--- config.mk ---
export PLATFORM = sky130hd
export DESIGN_NAME = eapd_back
export DESIGN_NICKNAME = d
export VERILOG_FILES = /design/src/rtl/core/eapd_pkg.sv /design/src/rtl/core/eapd_back.sv
export SDC_FILE = /design/constraint.sdc
export NUM_CORES = 1
export LEC_CHECK = 0
export BUFFER_PORTS_ARGS = -buffer_cell sky130_fd_sc_hd__buf_2
export CORE_MARGIN = 3
export CORE_UTILIZATION = 35
export DETAILED_ROUTE_END_ITERATION = 10
export PLACE_DENSITY = 0.68
export REMOVE_ABC_BUFFERS = 1
export SYNTH_ARGS = -nofsm -noshare
export SYNTH_HDL_FRONTEND = slang
export SYNTH_SLANG_ARGS = --single-unit
--- constraint.sdc ---
create_clock -name clk -period 28.9 [get_ports clk]
set_clock_uncertainty 0.1 [all_clocks]
set_input_delay 2.89 -clock clk [delete_from_list [all_inputs] [get_ports clk]]
set_output_delay 2.89 -clock clk [all_outputs]
set_load 0.02 [all_outputs]
--- src/rtl/core/eapd_pkg.sv ---
// Shared types and constants for the Scale2x pixel doubler.
// No dependencies; eapd_front, eapd_queue, eapd_back and the top level import this package.
`timescale 1ns / 1ps

package eapd_pkg;

    typedef logic [2:0]        idx_t;
    typedef logic [31:0]       color_t;
    typedef logic [7:0][31:0]  palette_t;
    typedef logic [9:0]        col_t;
    typedef logic [2:0]        cfg_idx_t;

    // Register indexes on the configuration port
    localparam cfg_idx_t REG_PALETTE_0   = 3'd0;
    localparam cfg_idx_t REG_PALETTE_1   = 3'd1;
    localparam cfg_idx_t REG_PALETTE_2   = 3'd2;
    localparam cfg_idx_t REG_PALETTE_3   = 3'd3;
    localparam cfg_idx_t REG_IMAGE_WIDTH = 3'd4;

    localparam int PALETTE_PAIRS = 4;
    localparam int WIDTH_REG_W   = 11;
    localparam logic [WIDTH_REG_W-1:0] WIDTH_RESET = 11'd640;

    // Job queue between front and back
    localparam int QUEUE_DEPTH = 4;
    localparam int QPTR_W      = $clog2(QUEUE_DEPTH);
    localparam int QCOUNT_W    = $clog2(QUEUE_DEPTH + 1);

    // One classified block: palette indices of the centre and its neighbours, its column and last flag
    typedef struct packed {
        idx_t e;
        idx_t b;
        idx_t d;
        idx_t f;
        idx_t h;
        col_t column;
        logic last;
    } job_t;

endpackage

--- src/rtl/core/eapd_back.sv ---
// Back end: palette lookup, Scale2x selection and the registered output channel.
// Depends on eapd_pkg.
`timescale 1ns / 1ps

module eapd_back (
    input  logic              clk,
    input  logic              rst_n,
    input  logic              head_valid,
    input  eapd_pkg::job_t    head_job,
    output logic              pop,
    input  eapd_pkg::palette_t palette,
    output logic              out_valid,
    input  logic              out_stall,
    output eapd_pkg::color_t  top_left,
    output eapd_pkg::color_t  top_right,
    output eapd_pkg::color_t  bottom_left,
    output eapd_pkg::color_t  bottom_right,
    output eapd_pkg::col_t    out_column,
    output logic              last_of_image
);

    import eapd_pkg::*;

    logic   load;
    color_t ce, cb, cd, cf, ch;
    color_t tl_next, tr_next, bl_next, br_next;

    logic   out_valid_reg;
    color_t tl_reg, tr_reg, bl_reg, br_reg;
    col_t   column_reg;
    logic   last_reg;

    assign load = head_valid && (!out_valid_reg || !out_stall);
    assign pop  = load;

    assign ce = palette[head_job.e];
    assign cb = palette[head_job.b];
    assign cd = palette[head_job.d];
    assign cf = palette[head_job.f];
    assign ch = palette[head_job.h];

    assign tl_next = ((cd == cb) && (cb != cf) && (cd != ch)) ? cd : ce;
    assign tr_next = ((cb == cf) && (cb != cd) && (cf != ch)) ? cf : ce;
    assign bl_next = ((cd == ch) && (cd != cb) && (ch != cf)) ? cd : ce;
    assign br_next = ((ch == cf) && (cd != ch) && (cb != cf)) ? cf : ce;

    always_ff @(posedge clk or negedge rst_n)
    begin
        if (!rst_n)
        begin
            out_valid_reg <= 1'b0;
        end
        else if (load)
        begin
            out_valid_reg <= 1'b1;
        end
        else if (!out_stall)
        begin
            out_valid_reg <= 1'b0;
        end
    end

    always_ff @(posedge clk)
    begin
        if (load)
        begin
            tl_reg     <= tl_next;
            tr_reg     <= tr_next;
            bl_reg     <= bl_next;
            br_reg     <= br_next;
            column_reg <= head_job.column;
            last_reg   <= head_job.last;
        end
    end

    assign out_valid     = out_valid_reg;
    assign top_left      = tl_reg;
    assign top_right     = tr_reg;
    assign bottom_left   = bl_reg;
    assign bottom_right  = br_reg;
    assign out_column    = column_reg;
    assign last_of_image = last_reg;

endmodule

After elaboration in Yosys (flattened, before gate mapping)
Index checks and enable logic that the tools add are counted.

Equal/unequal tests: 11. Muxes and demuxes: 16. Reductions and logical operators: 12. Order comparisons: 5.

Operator list (count): $bmux 32 s3 (5); $mux 32 (9); $ne 32x32->1 (6); $eq 32x32->1 (4); $lt 3x4->1 const B (5); $logic_and 1x1->1 (9); $logic_not 1->1 (2); $mux 1 (2); $ne 2x2->1 const B (1); $logic_or 1x1->1 (1).

Output and inout port bits: 141. Register bits: 140. Word-level logic and storage cells: 51.

Depth between registers and ports, before layout
Word-level depth: 6. Mapped depth: 11. Mapped depth without buffers: 8.

Worst setup path after synthesis
OpenSTA, ideal clock, no wires.

Path kind: input to output. From: input port out_stall. To: output port pop. Buffers on the path: 0. Arrival time: 13.351 ns. Cell stages on the path: 1. Slack: 12.559 ns. Data required time: 25.910 ns. Cells stage by stage: a21boi_0.

Word-level cells in the longest chain between the ends: 3.

RTL lines: start: declaration (RTL line eapd_back.sv:13) `input logic out_stall,`; $logic_not 1->1; $logic_or 1x1->1 (RTL line eapd_back.sv:33) `assign load = head_valid && (!out_valid_reg || !out_stall);`; $logic_and 1x1->1 (RTL line eapd_back.sv:33); end: declaration (RTL line eapd_back.sv:10) `output logic pop,`.

No other way between the ends.

Worst setup path after layout
From: input port head_job[14] (netlist name). To: register tr_reg[17] (netlist: top_right[17]) (data pin).

Word-level cells in the longest chain between the ends: 6. Elaborated cells on any way between the ends: 7. Classes of those cells: 2 x eq/ne; 3 x mux; 2 x reduce/logical.

RTL lines: start: declaration (RTL line eapd_back.sv:9) `input eapd_pkg::job_t head_job,`; $bmux 32 s3 (*) (RTL line eapd_back.sv:39) `assign cf = palette[head_job.f];`; $mux 32 (implied by the code) (*) (RTL line eapd_back.sv:39); $eq 32x32->1 (RTL line eapd_back.sv:43) `assign tr_next = ((cb == cf) && (cb != cd) && (cf != ch)) ? cf : ce;`; $logic_and 1x1->1 (2 in a row) (RTL line eapd_back.sv:43); $mux 32 (*) (RTL line eapd_back.sv:43); named net tr_next[17] (RTL line eapd_back.sv:26) `color_t tl_next, tr_next, bl_next, br_next;`; end signal: assignment (RTL line eapd_back.sv:68) `tr_reg <= tr_next;`; end: declaration (RTL line eapd_back.sv:29) `color_t tl_reg, tr_reg, bl_reg, br_reg;`.

The timed path passes the listed nets; every way through them passes the cells marked *. The select of a mux whose other input is x is not followed. A chain may end at the register's enable or synchronous reset.

==> impl_metrics.ini <==
[finish]
post-route-util_pct = 41.9
seq_area_sq_um = 4200
multi_input_area_sq_um = 11900
synthToLayoutAreaGrowth_pct = 16.8
final-instance-count-excl-fill = 2011
fillers = 4336
layout.nets = 1674
final_layout_size_suffix_gt1_share_pct = 61.3
stdcell_area_sq_um = 19700

[setup_path]
r2r_cells = 2
worstPathRequired_ns = 28.95
worstSetupPathType = in -> reg
r2r_end = top_right[0]$_DFFE_PP_
cp.arrival_ns = 8.12
cp_max_fo = 34
cp-end-kind = register
critPathCapture = top_right[17]$_DFFE_PP_
r2r_start = out_valid$_DFFE_PN0P_
crit_start = head_job[14]
reg2reg_setup_slack_ns = 26.64
start_kind = primary input

[timing]
maxClockFrequency_ghz = 0.124
worst_pin_slew_ns = 1.06
maxSlewViolCount = 0
final-hold-violation-count = 0
finalCriticalPeriod_ns = 8.07
setup_viol = 0
fin_crit_sh_pct = 27.9
slew_headroom_pct = 29.5
tns_ns = 0
rsz0062_at_grt = no

[global_routing]
grt_pass1_vias = 13100
grt.met2_usage_pct = 39.5
grt_antenna_before_repair = 6
grt_start_max_net_pins = 66
use_met1_pct = 32.0
overflow = 0
grt.busiest_layer = met2
grt_util_met3_pct = 4.16
grt_usage_pct = 23.7
grt_pass1_wl_um = 88000

[synth]
synth-edff-count = 139
synth_cell_type_count = 26
synth_cells = 1028
syn_area_sq_um = 16900
synth-main-ff-cell = edfxtp_1
ys_warn_count = 0
synth-seq-cells = 140
yosysSeqAreaShare_pct = 24.9
synth_area_per_cell_sq_um = 16.4
async_reset_ff_share_pct = 0.714

[die]
num_rows = 79
design.die.area_sq_um = 50800
ioPinCount = 427
fp.dieH_um = 225
die_width_um = 225
start_util_pct = 35.8
fp.coreArea_sq_um = 47100

[clock_network]
worstSkewPairLatency_ns = 0.45
cts.sinks = 140
cts_max_level = 4
cts_hold_buf = 0
clock_path_buffers = 2
post-cts-setup-buffers = 0
path_clk_slew_ns = 0.06
cts_tree = built
cts.root.buffer_cell = clkbuf_16
cts_made_buffers = 17
postCtsResizedCells = 0

[status]
outcome = finished, final reports clean

[worst_hold_path]
min-delay-start = out_valid$_DFFE_PN0P_
hp-class = reg -> reg

[power_and_ir_drop]
p_total_mw = 0.804
p_leak_nw = 7.13
pwr_density_cell_nw_per_um2 = 40.8
irDropWorstVdd_uv = 41.0

[placed_design]
io_buffers = 426
postPlaceCellArea_sq_um = 19100
hpwl_um = 44500
dp_cells = 1976
gp_congestion = 0.812

[flow_run]
maxCapViolations = 0

[routing]
wire_per_inst_um = 30.3
viasPerCell = 6.30
vias = 12700
dr.pass1.iters = 5
drt_first_iter_violations = 1256
routed_wl_um = 61000
drc = 0
antenna_left = 0
-- stage by stage --
stage	worst slack [ns]	hold WS, ns
global placement	20.40	0.433
floorplan	12.56	0.508
CTS	20.80	0.508
detailed placement	20.32	0.490
global route	20.61	0.517
finish	20.83	0.488
-- worst min-delay path by stage --
stage / cells past startpoint / endpoint / slack (ns)
finish: 1 / out_valid$_DFFE_PN0P_ / 0.49
global placement: 1 / out_valid$_DFFE_PN0P_ / 0.43
detailed placement: 1 / out_valid$_DFFE_PN0P_ / 0.49
global route: 1 / out_valid$_DFFE_PN0P_ / 0.52
CTS: 1 / out_valid$_DFFE_PN0P_ / 0.51
floorplan: 1 / out_valid$_DFFE_PN0P_ / 0.51
-- cell usage in the layout (no fill, tap or decap), drive strengths merged, types with 2 or more instances in the layout --
cell	netlist	layout
nand4	8	8
clkinv	0	5
clkbuf	16	24
bufinv	0	2
mux4	320	320
buf	86	443
xor2	128	128
nor4	36	36
diode	0	3
edfxtp	139	139
nor2	4	4
mux2i	288	288
-- cell usage after synthesis, types with 2 or more instances --
cell type	instances	area, sq um
buf_4	7	52.6
nand4_2	5	62.6
mux2i_2	54	743
clkbuf_1	12	45.0
buf_6	22	248
mux4_1	2	52.6
nor4_2	4	50.1
buf_12	7	140
mux2i_1	234	2340
buf_2	38	190
mux4_2	318	7160
nor2_4	2	22.5
xor2_1	128	1120
nor4_1	28	175
edfxtp_1	139	4170
nor4_4	4	85.1
nand4_1	2	12.5
clkbuf_2	4	20.0
buf_8	4	60.1
buf_1	8	30.0
-- report_power, final --
part	total, mW	switching (mW)	internal, mW	leakage, nW
clock	0.221	0.0921	0.129	0.272
combinational	0.330	0.187	0.143	5.52
sequential	0.253	0.00647	0.247	1.33
total	0.804	0.285	0.518	7.13
-- critical path: stages --
cell     delay, ns
buf_4         0.52
buf_4         0.69
mux4_1        0.65
mux2i_2       0.33
xor2_1        0.28
nor4_1        0.68
nand4_2       0.34
nor4_4        0.71
buf_4         0.74
mux2i_1       0.22
-- per-layer routing --
| layer | vias up | share of wire (%) |
|---|---|---|
| met3 | 84 | 7.3 |
| li1 | 5218 | - |
| met1 | 6673 | 41 |
| met5 | - | 0.043 |
| met4 | 4 | 2.0 |
| met2 | 686 | 50 |
-- kinds of logic after synthesis --
| kind of cell | synth area share, % |
|---|---|
| muxes | 61.1 |
| DFF | 24.9 |
| xor gates and xnor gates | 6.65 |
| buffers and inverters | 4.66 |
| and+or+nand+nor | 2.60 |
| AOI/OAI and AO/OA | 0.0891 |
-- cell type report --
type                            instances  share of cell area (%)
Multi-Input combinational cell        786                    60.3
Sequential cell                       140                    21.3
Timing Repair Buffer                  443                    11.6
Tap cell                              607                    3.86
Clock buffer                           24                    2.34
Clock inverter                          8                   0.489
Antenna cell                            3                  0.0381
(Power assumes the default switching activity.)
