`config.mk`:
```
export PLATFORM = sky130hd
export DESIGN_NAME = eapd_queue
export DESIGN_NICKNAME = d
export VERILOG_FILES = /design/src/rtl/core/eapd_pkg.sv /design/src/rtl/core/eapd_queue.sv
export SDC_FILE = /design/constraint.sdc
export NUM_CORES = 1
export LEC_CHECK = 0
export CAP_MARGIN = 0
export CORE_MARGIN = 2
export CORE_UTILIZATION = 40
export CTS_CLUSTER_SIZE = 12
export DETAILED_ROUTE_END_ITERATION = 16
export DONT_BUFFER_PORTS = 1
export PLACE_DENSITY = 0.57
export SLEW_MARGIN = 20
export SYNTH_ARGS = -nofsm -noshare
export SYNTH_HDL_FRONTEND = slang
export SYNTH_SLANG_ARGS = --single-unit
```
`constraint.sdc`:
```
create_clock -name clk -period 2.56 [get_ports clk]
set_clock_uncertainty 0.2 [all_clocks]
set_input_delay 0.256 -clock clk [delete_from_list [all_inputs] [get_ports clk]]
set_output_delay 0.256 -clock clk [all_outputs]
set_load 0.02 [all_outputs]
```
`src/rtl/core/eapd_pkg.sv`:
```
// Shared types and constants for the Scale2x pixel doubler.
// No dependencies; eapd_front, eapd_queue, eapd_back and the top level import this package.
`timescale 1ns / 1ps

package eapd_pkg;

    typedef logic [2:0]        idx_t;
    typedef logic [31:0]       color_t;
    typedef logic [7:0][31:0]  palette_t;
    typedef logic [9:0]        col_t;
    typedef logic [2:0]        cfg_idx_t;

    // Register indexes on the configuration port
    localparam cfg_idx_t REG_PALETTE_0   = 3'd0;
    localparam cfg_idx_t REG_PALETTE_1   = 3'd1;
    localparam cfg_idx_t REG_PALETTE_2   = 3'd2;
    localparam cfg_idx_t REG_PALETTE_3   = 3'd3;
    localparam cfg_idx_t REG_IMAGE_WIDTH = 3'd4;

    localparam int PALETTE_PAIRS = 4;
    localparam int WIDTH_REG_W   = 11;
    localparam logic [WIDTH_REG_W-1:0] WIDTH_RESET = 11'd640;

    // Job queue between front and back
    localparam int QUEUE_DEPTH = 4;
    localparam int QPTR_W      = $clog2(QUEUE_DEPTH);
    localparam int QCOUNT_W    = $clog2(QUEUE_DEPTH + 1);

    // One classified block: palette indices of the centre and its neighbours, its column and last flag
    typedef struct packed {
        idx_t e;
        idx_t b;
        idx_t d;
        idx_t f;
        idx_t h;
        col_t column;
        logic last;
    } job_t;

endpackage

```
`src/rtl/core/eapd_queue.sv`:
```
// Short job queue decoupling the front end from the colour back end.
// Depends on eapd_pkg.
`timescale 1ns / 1ps

module eapd_queue (
    input  logic                          clk,
    input  logic                          rst_n,
    input  logic                          push,
    input  eapd_pkg::job_t                push_job,
    input  logic                          pop,
    output logic                          head_valid,
    output eapd_pkg::job_t                head_job,
    output logic [eapd_pkg::QCOUNT_W-1:0] count
);

    import eapd_pkg::*;

    job_t              slot_reg [QUEUE_DEPTH];
    logic [QPTR_W-1:0] wr_ptr_reg;
    logic [QPTR_W-1:0] rd_ptr_reg;
    logic [QCOUNT_W-1:0] count_reg, count_next;

    always_comb
    begin
        count_next = count_reg;
        if (push && !pop)
        begin
            count_next = count_reg + QCOUNT_W'(1);
        end
        else if (pop && !push)
        begin
            count_next = count_reg - QCOUNT_W'(1);
        end
    end

    always_ff @(posedge clk or negedge rst_n)
    begin
        if (!rst_n)
        begin
            wr_ptr_reg <= '0;
            rd_ptr_reg <= '0;
            count_reg  <= '0;
        end
        else
        begin
            if (push)
            begin
                wr_ptr_reg <= wr_ptr_reg + QPTR_W'(1);
            end
            if (pop)
            begin
                rd_ptr_reg <= rd_ptr_reg + QPTR_W'(1);
            end
            count_reg <= count_next;
        end
    end

    always_ff @(posedge clk)
    begin
        if (push)
        begin
            slot_reg[wr_ptr_reg] <= push_job;
        end
    end

    assign head_valid = (count_reg != '0);
    assign head_job   = slot_reg[rd_ptr_reg];
    assign count      = count_reg;

endmodule

```
# Word-level counts from Yosys, hierarchy flattened
# Memories as Yosys holds them, arrays and structs flattened.
# Index checks and enable logic that the tools add are counted.
[word_totals] regBits=7 n_memories=1 ramBits=104 word_cells=18 output_inout_bits=30 inputBits=30
[memory_table] name="slot_reg" depth=4 width=26 rd=1 rd_clocked_by_memory_dff=0 wr=1 line="eapd_queue.sv:18" text="job_t slot_reg [QUEUE_DEPTH];"
[classes] add_sub_neg=4 n_reduce_logical=6 mux=4
[op_table] cell="2-to-1 mux 3 bit" count=2
[op_table] cell="adder 2 x 1 -> 2 bit, second input constant" count=2
[op_table] cell="adder 3 x 1 -> 3 bit, second input constant" count=1
[op_table] cell="nonzero test 3 bit" count=1
[op_table] cell="subtractor 3 x 1 -> 3 bit, second input constant" count=1
[op_table] cell="logical AND 1 bit" count=2
[op_table] cell="zero test 1 bit" count=2
[op_table] cell="2-to-1 mux 1 bit" count=2
[op_table] cell="nonzero test 2 bit" count=1

# Depth between registers and ports, before layout
# Gate-level depths: netlist (run 1).
[depth] depth_word=4 depth_mapped=7 mapped_depth_nobuf=7

# Worst setup path before layout (run 1)
# OpenSTA, ideal clock, no wires.
[synth_timing] kind="register to register" from="register wr_ptr_reg[0]" to="memory slot_reg[2][0] (netlist bit), enable pin" synth_period_minus_slack_ns=1.861 stages_incl_launch_ff=4 setup_time_ns=0.385 n_path_buf=0 required_time_ns=1.975 arrival_time_ns=1.276 slack_ns=0.699 path_cell_list="dfrtp_1 > inv_1 > ha_1 > and2_1"
[synth_rtl] element="start: declaration" line="eapd_queue.sv:19" text="logic [QPTR_W-1:0] wr_ptr_reg;"
[synth_rtl] element="start signal: assignment" line="eapd_queue.sv:48" text="wr_ptr_reg <= wr_ptr_reg + QPTR_W'(1);"
[synth_rtl] element="end: declaration" line="eapd_queue.sv:18"
# Straight into the memory's write port.

==> results of run 1 <==
## worst register-to-register path: stages, from the launching register on
cell	delay (ns)
dfrtp_1	0.51
fa_1	0.49
xor2_1	0.16
nor2_1	0.11
xor2_1	0.15
## logic make-up after synthesis
family / Yosys count / synth area share
flops: 111 / 0.787
mux: 27 / 0.150
buf+inv: 10 / 0.0194
simple gates: 8 / 0.0102
xor+xnor: 6 / 0.0125
fa+ha+maj: 6 / 0.0197
compound gates: 1 / 0.00119
## layer usage
layer | global-route usage | routed length, µm
met3 | 0.0429 | 431
met5 | 0 | 0
met2 | 0.225 | 3630
met4 | 0.0564 | 110
met1 | 0.150 | 2770
## report_power, final
group / internal, mW / switching [mW] / total, mW / leakage (nW)
registers: 2.38 / 0.144 / 2.53 / 1.04
clock network: 0.455 / 0.552 / 1.01 / 0.0936
logic: 0.609 / 0.988 / 1.60 / 0.491
total: 3.45 / 1.68 / 5.13 / 1.62
## final cells by class
type,instances,area (µm²),area share
Inverter,4,15.0,0.00308
Clock buffer,9,124,0.0254
Sequential cell,111,3300,0.677
Timing Repair Buffer,41,383,0.0786
Tap cell,136,170,0.0349
Multi-Input combinational cell,48,810,0.166
Clock inverter,6,70.1,0.0144
## worst paths after layout
check / startpoint / end / slack (ns) / cells after the start
setup reg to reg: count[0] / count[2] / 0.86 / 4
max in group asynchronous: rst_n / rd_ptr_reg[0] / 1.32 / 2
min in group asynchronous: rst_n / wr_ptr_reg[0] / 0.57 / 2
hold reg to reg: wr_ptr_reg[0] / wr_ptr_reg[0] / 0.34 / 1
setup / recovery: rd_ptr_reg[0] / head_job[17] / 0.36 / 2
hold / removal: pop / count[0] / 0.04 / 3
## timing repair
item | 4_1_cts | 5_1_grt
hold endpoints to repair | 116 | 0
resized for setup | 0 | 0
hold buffers | 30 | 0
## layout by cell type, fill, tap and decap left out, drive strengths merged, types with 4 or more instances in the layout
master	n
clkbuf	9
and2	4
mux4	26
edfxtp	104
dfrtp	7
ha	5
xor2	4
buf	11
dlygate4sd3	30
inv	6
==> summary.md, run 1 <==
| Metric | Value |
|---|---|
| Antenna Cells | `0` |
| Critical path endpoint category | `output port` |
| Setup TNS | `0 ns` |
| Critical path cell sequence | `buf_4, mux4_1` |
| Worst Path Arrival | `around 1.8 ns` |
| Routed via count | `~1800` |
| Max-Cap Viols | `0` |
| WHS | `approximately 0.042 ns` |
| #FFs+latches synth | `111` |
| Area contributors post-synth | `edfxtp_1 (75%), mux4_2 (9.7%), mux4_1 (5.0%), dfrtp_1 (4.2%), ha_1 (1.5%)` |
| Setup crit start kind | `flop` |
| Most frequent cells after synthesis | `edfxtp_1 (104), mux4_2 (18), mux4_1 (8), dfrtp_1 (7), ha_1 (5)` |
| Netlist cell types | `18` |
| Clk_lat worst skew | `0.36 ns` |
| Total of warnings raised by yosys | `0` |
| Final instance area | `just under 5000 µm²` |
| Final-stage net count | `approximately 250` |
| Async set-reset flop share out of synthesis | `0.0631` |
| First-pass GRT wire length | `between 10 and 15 mm` |
| GRT Total Usage | `0.131` |
| Overall Power | `5.13 mW` |
| Worst slew pin tran | `between 0.3 and 0.4 ns` |
| Leakage | `1.62 nW` |
| Area Growth Syn to Fin | `16.3%` |
| Min Tclk post-route | `2.20 ns` |
| Peak VDD IR | `approximately 610 µV` |
| Delay-heaviest family, CP | `multiplexers` |
| Layout cells sized above 1 | `0.210` |
| Mapped cell area | `between 4000 and 5000 µm²` |
| Post-route insts no fill | `between 300 and 400` |
| Unrepaired setup endpoints after global routing | `no` |
| Worst EP required | `2.10 ns` |
| HP Class | `input pin to flop` |
| Post-place setup slack | `around 0.71 ns` |
| PortBufs | `0` |
| Maximum number of pins on one net before global-route repair | `28` |
| Outcome | `finished clean` |
| Most common cell in the synthesized netlist | `edfxtp_1` |
| Final setup violation count | `0` |
| Max reg flops | `104` |
| Antenna-violating nets left | `0` |
| CTS tree | `done` |
| Mapped Cells | `roughly 170` |
| CP max FO | `16` |
| DRT Pass-1 Iters | `4` |
| Drt initial violations | `a little over 60` |
| Part of the Yosys area used for sequential elements | `0.787` |
| CP max-delay cell | `mux4_1` |
| Slew Limit Headroom | `0.744` |
| Synthesized area per cell | `~25 µm²` |
| Fin. Hold Viols | `0` |
| Antenna violations before repair | `0` |
| Gr ovfl total | `0` |
| Highest cell delay on the worst timing path | `approximately 0.73 ns` |
| TritonCTS Sinks | `between 100 and 150` |
| Area after DPL | `4380 µm²` |
| Tcrit/Tclk final | `0.861` |
| Post-synth EDFFs | `~100` |
| Die area | `around 11000 µm²` |
| Total CTS buffers | `9` |
| CTS clk-pin slew, worst paths | `~0.090 ns` |
| Vias in the first global route | `about 2000` |
| Initial Util | `0.409` |
| Power density cells | `1050 nW/µm²` |
| Core region area | `between 10000 and 15000 µm²` |
| Top cell type's share of synthesized area | `0.746` |
| Residual DRC | `0` |
| Gpl congestion | `about 0.7` |
| Site Rows | `37` |
| Cells after DPL | `slightly above 300` |
| Worst setup margin | `~0.36 ns` |
| HPWL after DPL | `around 4.5 mm` |
| H-Tree Depth | `3` |
| Final WL | `roughly 6.9 mm` |
| Vias per std cell | `5.02` |
| Fmax | `around 0.45 GHz` |
| Postcts setup bufs | `0` |
| Die height | `around 110 µm` |
| Fill cells | `821` |
| Average routed wire per standard cell | `between 15 and 20 µm` |
| Syn nets | `approximately 210` |
| Io pins | `60` |
| Root Driver | `clkbuf_8` |
| Main synth FF type | `edfxtp_1` |
| Die Wd | `106 µm` |
| Fin. max-slew vios | `0` |
| Clock tree buffer depth | `2` |
| Final core occ | `0.476` |
| Dominant cell type by area after synthesis | `edfxtp_1` |
| Critical path type | `flop to output port` |
| Critical path buffer and inverter count | `1` |
No activity file was read; power rests on OpenSTA's default activity.
==> run 2, diff against run 1 <==
--- a/config.mk
+++ b/config.mk
@@ -11,7 +11,7 @@
 export CTS_CLUSTER_SIZE = 12
 export DETAILED_ROUTE_END_ITERATION = 16
 export DONT_BUFFER_PORTS = 1
-export PLACE_DENSITY = 0.57
+export PLACE_DENSITY_LB_ADDON = 0.3
 export SLEW_MARGIN = 20
 export SYNTH_ARGS = -nofsm -noshare
 export SYNTH_HDL_FRONTEND = slang
==> summary.md, run 2 (same netlist as run 1, synthesis figures left out) <==
| Metric | Value |
|---|---|
| Cells after DPL | `between 300 and 400` |
| Io pins | `60` |
| Unrepaired setup endpoints after global routing | `no` |
| Routed via count | `about 1800` |
| Gpl congestion | `0.664` |
| HP Class | `input pin to async pin` |
| Core region area | `about 10000 µm²` |
| Antenna Cells | `0` |
| Gr ovfl total | `0` |
| Tcrit/Tclk final | `0.894` |
| Average routed wire per standard cell | `about 20 µm` |
| Root Driver | `clkbuf_8` |
| First-pass GRT wire length | `around 11 mm` |
| Cts repair resizes | `0` |
| Initial Util | `0.409` |
| Worst Path Arrival | `approximately 1.8 ns` |
| Vias per std cell | `5.05` |
| Die area | `around 11000 µm²` |
| Final setup violation count | `0` |
| Clk_lat worst skew | `between 0.3 and 0.4 ns` |
| Fill cells | `slightly above 800` |
| CTS clk-pin slew, worst paths | `approximately 0.090 ns` |
| Worst setup margin | `~0.27 ns` |
| Worst EP required | `2.10 ns` |
| Postcts setup bufs | `0` |
| Drt initial violations | `97` |
| Total CTS buffers | `9` |
| Post-route insts no fill | `about 350` |
| Fin. Hold Viols | `0` |
| Clock tree buffer depth | `2` |
| Setup TNS | `0 ns` |
| PortBufs | `0` |
| Die height | `approximately 110 µm` |
| Vias in the first global route | `2011` |
| Critical path type | `flop to output port` |
| Critical path endpoint category | `output port` |
| Worst slew pin tran | `between 0.4 and 0.5 ns` |
| Residual DRC | `0` |
| Antenna-violating nets left | `0` |
| Antenna violations before repair | `0` |
| Highest cell delay on the worst timing path | `roughly 0.58 ns` |
| HPWL after DPL | `around 4.3 mm` |
| H-Tree Depth | `3` |
| Outcome | `finished clean` |
| Most used cell, CP | `buf_12` |
| Peak VDD IR | `480 µV` |
| Overall Power | `between 5 and 6 mW` |
| Most frequent cells in the layout | `edfxtp_1 (104), dlygate4sd3_1 (29), mux4_2 (18)` |
| Slew Limit Headroom | `0.722` |
| DRT Pass-1 Iters | `4` |
| Site Rows | `37` |
| TritonCTS Sinks | `~110` |
| CTS tree | `done` |
| Final core occ | `0.475` |
| Post-place setup slack | `between 0.6 and 0.7 ns` |
| GRT Total Usage | `0.132` |
| Area Growth Syn to Fin | `16.1%` |
| Min Tclk post-route | `between 2 and 2.5 ns` |
| CP max FO | `12` |
| Leakage | `approximately 1.6 nW` |
| Setup crit start kind | `flop` |
| Critical path cell sequence | `buf_12, buf_12, mux4_2` |
| Layout cells sized above 1 | `0.199` |
| Maximum number of pins on one net before global-route repair | `27` |
| Fin. max-slew vios | `0` |
| Max reg flops | `between 100 and 150` |
| Fmax | `between 0.4 and 0.5 GHz` |
| Power density cells | `between 1000 and 1500 nW/µm²` |
| CP max-delay cell | `mux4_2` |
| Final-stage net count | `about 250` |
| Die Wd | `about 110 µm` |
| Commonest non-fill, non-tap cell in the layout | `edfxtp_1` |
| Max-Cap Viols | `0` |
| Final WL | `6.93 mm` |
## run 2: area by class of cell
class	count	area [µm²]	area share
flip-flops and latches	111	3300	0.678
multi-input cells	48	810	0.166
repair buffers	38	383	0.0787
well taps	136	170	0.0350
clock buffers	10	128	0.0262
clock inverters	5	60.1	0.0123
inverters	4	15.0	0.00309
## run 2: worst max-delay path, delay by kind of cell (launching register included)
kind / cells / cell delay (ns)
mux: 1 / 0.58
buf+inv: 2 / 0.34
flops: 1 / 0.54
## run 2: metal layers
| layer | vias to the layer above | wire length, µm | part of all wire | track usage |
|---|---|---|---|---|
| met5 | - | 0 | 0 | 0 |
| met4 | 0 | 94 | 0.014 | 0.0517 |
| met3 | 11 | 366 | 0.053 | 0.0349 |
| met2 | 46 | 3650 | 0.53 | 0.231 |
| met1 | 932 | 2820 | 0.41 | 0.155 |
| li1 | 788 | - | - | - |
## run 2: per-stage QoR
step,hold WS [ns],cell area (µm²)
global placement,-0.239,4390
global route,0.0233,4860
finish,0.0229,4860
floorplan,-0.240,4190
detailed placement,-0.239,4390
CTS,0.0124,4860
## run 2: final timing paths
| check | slack (ns) | start | endpoint | depth (start not counted) |
|---|---|---|---|---|
| setup / recovery | 0.27 | rd_ptr_reg[0] | head_job[9] | 3 |
| hold reg to reg | 0.28 | rd_ptr_reg[1] | rd_ptr_reg[1] | 1 |
| setup reg to reg | 0.82 | wr_ptr_reg[1] | slot_reg[1][20] | 4 |
| max in group asynchronous | 1.88 | rst_n | rd_ptr_reg[0] | 1 |
| min in group clk | 0.03 | pop | count[0] | 3 |
| hold / removal | 0.02 | rst_n | count[2] | 1 |
## run 2: timing repair
item	in CTS	in global routing
setup endpoints to repair	0	0
hold buffers	29	0
endpoints found under the hold margin	116	0
## run 2: power by group
group / switching, mW / internal (mW) / total, mW / leakage [nW]
combinational: 0.963 / 0.644 / 1.61 / 0.485
clock: 0.531 / 0.449 / 0.981 / 0.0923
sequential: 0.178 / 2.38 / 2.56 / 1.04
total: 1.67 / 3.48 / 5.15 / 1.61
